`src/rtl/clsr_div.sv`:
```
// Pipelined restoring divider, one quotient bit per register stage.
// Carries the divisor and a side payload with each item; no package use.
module clsr_div #(
  parameter int QW = 30,
  parameter int VW = 28,
  parameter int SW = 1
) (
  input  logic          clk,
  input  logic          rst,
  input  logic          en,
  input  logic          vin,
  input  logic [VW-1:0] rem_in,
  input  logic [QW-1:0] dvd_in,
  input  logic [VW-1:0] dsr_in,
  input  logic [SW-1:0] side_in,
  output logic          vout,
  output logic [QW-1:0] quo_out,
  output logic [VW-1:0] rem_out,
  output logic [VW-1:0] dsr_out,
  output logic [SW-1:0] side_out
);

  logic          vld  [0:QW];
  logic [VW-1:0] rem  [0:QW];
  logic [QW-1:0] quo  [0:QW];
  logic [QW-1:0] dvd  [0:QW];
  logic [VW-1:0] dsr  [0:QW];
  logic [SW-1:0] side [0:QW];

  assign vld[0]  = vin;
  assign rem[0]  = rem_in;
  assign quo[0]  = '0;
  assign dvd[0]  = dvd_in;
  assign dsr[0]  = dsr_in;
  assign side[0] = side_in;

  for (genvar s = 0; s < QW; s++) begin : g_stage
    logic [VW:0] trial;
    logic [VW:0] diff;
    logic        ge;

    always_comb begin
      trial = {rem[s], dvd[s][QW-1]};
      diff  = trial - {1'b0, dsr[s]};
      ge    = trial >= {1'b0, dsr[s]};
    end

    always_ff @(posedge clk) begin
      if (rst) begin
        vld[s+1] <= 1'b0;
      end else if (en) begin
        vld[s+1] <= vld[s];
      end
      if (en) begin
        rem[s+1]  <= ge ? diff[VW-1:0] : trial[VW-1:0];
        quo[s+1]  <= {quo[s][QW-2:0], ge};
        dvd[s+1]  <= {dvd[s][QW-2:0], 1'b0};
        dsr[s+1]  <= dsr[s];
        side[s+1] <= side[s];
      end
    end
  end

  assign vout     = vld[QW];
  assign quo_out  = quo[QW];
  assign rem_out  = rem[QW];
  assign dsr_out  = dsr[QW];
  assign side_out = side[QW];

endmodule
```
`config.mk`:
```
export PLATFORM = sky130hd
export DESIGN_NAME = clsr_div
export DESIGN_NICKNAME = d
export VERILOG_FILES = /design/src/rtl/clsr_div.sv
export SDC_FILE = /design/constraint.sdc
export NUM_CORES = 2
export LEC_CHECK = 0
export BUFFER_PORTS_ARGS = -buffer_cell sky130_fd_sc_hd__buf_2
export CORE_MARGIN = 2
export CORE_UTILIZATION = 55
export DETAILED_ROUTE_END_ITERATION = 8
export PLACE_DENSITY = 0.71
export SLEW_MARGIN = 40
export SYNTH_ARGS = -nofsm -noshare
export SYNTH_HDL_FRONTEND = slang
export SYNTH_SLANG_ARGS = --single-unit
```
`constraint.sdc`:
```
create_clock -name clk -period 7.8 [get_ports clk]
set_clock_uncertainty 0.1 [all_clocks]
set_input_delay 0.78 -clock clk [delete_from_list [all_inputs] [get_ports clk]]
set_output_delay 0.78 -clock clk [all_outputs]
set_load 0.01 [all_outputs]
```
==> summary.txt <==
Crit share post-route: 59.1%
Fraction of the mapped netlist area in adder cells: 8.42%
Synth Area in XOR/XNOR: 4.50%
Largest family of logic cells by synthesized area: compound AO/OA/AOI/OAI gates
Post-Synthesis Cells: 10.8k
Starting Density: 55.4%
Post-CTS Setup Repair Bufs: 0
Top-Level Pins: 179
Net Sw Frac: 35.6%
Leak Pwr: 58.9 nW
FFs w/ async S/R, synth: 0%
Final Hold Vio Count: 0
Fmax: 217 MHz
Most frequent cells in the layout: 2610 x edfxtp_1, 1068 x inv_1, 840 x ha_1
Number of global-route vias before repair: 81.7k
Area added between synthesis and finish: 10.9%
Synth Cell Area: 0.132 sq mm
Clk sinks: 2640
Rel. slew slack: 42.7%
Top FF cell, synth: edfxtp_1
Layout cells sized above 1: 8.89%
Cell variety after synth: 88
Fin Setup TNS: 0 ps
Clock Path Buffers: 4
Share of the synthesized area in the top cell type: 59.4%
Via density: 5.75
Flop pwr share: 37.0%
MaxCap Viol Count: 0
Status: complete, no violations
Worst setup SP type: flip-flop
Ys Warns: 0
Multi-input gate area: 0.0479 sq mm
Area contributors post-synth: edfxtp_1 59%, ha_1 8.0%, inv_1 3.0%
Final setup vio count: 0
Final ANT Viol Nets: 0
Mapped Avg Cell Area: 12.3 sq um
DRC marker count from the first detailed-route iteration: 6757
Logic pwr share: 40.9%
Clk Latency, worst-skew pair: 960 ps
Clock power frac: 22.1%
Largest net degree at the start of global routing: 158
Hold buffers post-CTS: 59
Worst-margin pin slew: 852 ps
CP endpoint kind: flip-flop
Core Util, Final: 61.4%
Critical path class: reg2reg
H-tree depth: 5
Post_cts resized: 0
Final worst slack: 3190 ps
CTS tree: done
Core area: 0.238 sq mm
Dominant cell type by area after synthesis: edfxtp_1
TritonRoute pass-1 iters: 8
Drt total wl: 285000 microns
Multiplexer share of the synthesized area: 2.86%
Register area share after synthesis: 59.8%
Max VDD drop: 0.000262 V
Synth Net Count: 11.7k
Placer Congestion: 0.941
Routed WL per cell: 19.7 microns
Post-synthesis compound-gate area fraction: 12.5%
Register area: 0.0790 sq mm
Total GRT Usage: 23.1%
Simple logic cell fraction of the synthesized area: 7.90%
Total die area: 0.244 sq mm
Int Pwr: 38.9 mW
CP Data Required Time: 8370 ps
PortBufs: 178
Power per Cell Area: 412 mW/mm^2
Vias: 83.1k
Most common cell after layout, fill and taps aside: edfxtp_1
Hold Crit Class: in2reg
Fillcell total: 18.5k
First-pass GRT wire length: 448000 microns
Max Slew Vio Count: 0
Die W: 494 microns
DRC viols: 0
Antenna violations before repair: 7
Minimum clock period: 4610 ps
Crit path DAT: 5170 ps
Clk slew on worst S/H paths: 60 ps
Clk root buf: clkbuf_16
Grt ovf: 0
FF+latch count, synth: 2640
Maximum fanout along the worst path: 41
Hpwl dp: 207000 microns
RSZ-0062 raised after global routing: false
Cts bufs inserted: 297
EDFF count, synth: 2610
NumNets Final: 12.0k
Psw: 21.4 mW
Place WS: 3280 ps
Die height: 494 microns
Site row count: 179
[worst paths after layout]
| check | depth (start not counted) | endpoint | from | slack (ps) |
|---|---|---|---|---|
| max | 13 | g_stage[26].trial[21] | g_stage[25].trial[2] | 3190 |
| min reg2reg | 0 | dvd[642] | dvd[671] | 280 |
| min | 2 | g_stage[1].trial[9] | rem_in[7] | 90 |
| max reg2reg | 13 | g_stage[26].trial[21] | g_stage[25].trial[2] | 3190 |
[metrics by stage]
step / area (sq um) / hold WS, ps / cells / power (mW)
finish: 146000 / 93.6 / 14500 / 60.3
global route: 146000 / 59.0 / 14400 / 64.3
CTS: 146000 / 27.9 / 14400 / 60.6
detailed placement: 136000 / 305 / 13900 / 46.9
global placement: 136000 / 300 / 13900 / 46.2
floorplan: 132000 / 300 / 10800 / 40.4
[metal layers]
layer / part of all wire [%] / wire length (microns) / up-vias / GRT usage [%]
li1: - / - / 40100 / -
met1: 42 / 121000 / 40300 / 29.9
met2: 50 / 142000 / 2064 / 40.0
met3: 4.3 / 12100 / 611 / 2.95
met4: 3.4 / 9570 / 4 / 7.76
met5: 0.0091 / 26 / - / 0
[critical path: stages (launching register included)]
cell	delay, ps
edfxtp_1	390
ha_1	370
nand3_1	180
o21bai_1	220
a41oi_1	430
a311o_1	330
a41o_1	290
a21oi_1	140
o311ai_0	430
a21oi_1	180
o41a_1	520
buf_4	340
inv_1	120
mux2_2	330
[registers in the layout, indices dropped and copies added (netlist names)]
| name | count |
|---|---|
| vout | 1 |
| side | 29 |
| quo | 435 |
| g_stage.trial | 812 |
| dsr | 812 |
| vld | 29 |
| quo_out | 30 |
| dvd | 435 |
| rem_out | 28 |
| side_out | 1 |
| dsr_out | 28 |
[cell usage after synthesis (all sizes together), types with 144 or more instances]
library cell / count
a21oi: 795
mux2: 285
clkbuf: 185
edfxtp: 2610
inv: 1068
nor2: 616
ha: 840
a21o: 413
nand3: 144
xnor2: 391
nand2: 705
o21ai: 698
xor2: 287
[power groups by stage]
| stage | registers, mW | logic [mW] | clock network (mW) |
|---|---|---|---|
| after CTS | 22.3 | 24.5 | 13.7 |
| after global routing | 22.6 | 27.5 | 14.2 |
| after global placement | 22.6 | 23.6 | 0 |
| final | 22.3 | 24.7 | 13.3 |
| after floorplan | 21.5 | 18.9 | 0 |
| after detailed placement | 22.6 | 24.3 | 0 |
[layout make-up]
cell class | count | share of cell area [%]
Timing Repair Buffer | 301 | 1.58
Tap cell | 3167 | 2.71
Sequential cell | 2640 | 54.0
Antenna cell | 4 | 0.00684
Multi-Input combinational cell | 6769 | 32.7
Clock buffer | 340 | 5.28
Inverter | 1068 | 2.74
Clock inverter | 163 | 1.00
[cell families (layout without fill, tap and decap cells)]
logic type                 count (synthesis)  after routing
other                                      0              4
DFF                                     2640           2640
buffers and inverters                   1341           1872
muxes                                    341            341
xor gates and xnor gates                 678            678
adders and majority gates                870            870
and+or+nand+nor                         2232           2232
AOI/OAI and AO/OA                       2648           2648
Note: power is estimated with default switching activity, not from simulation.
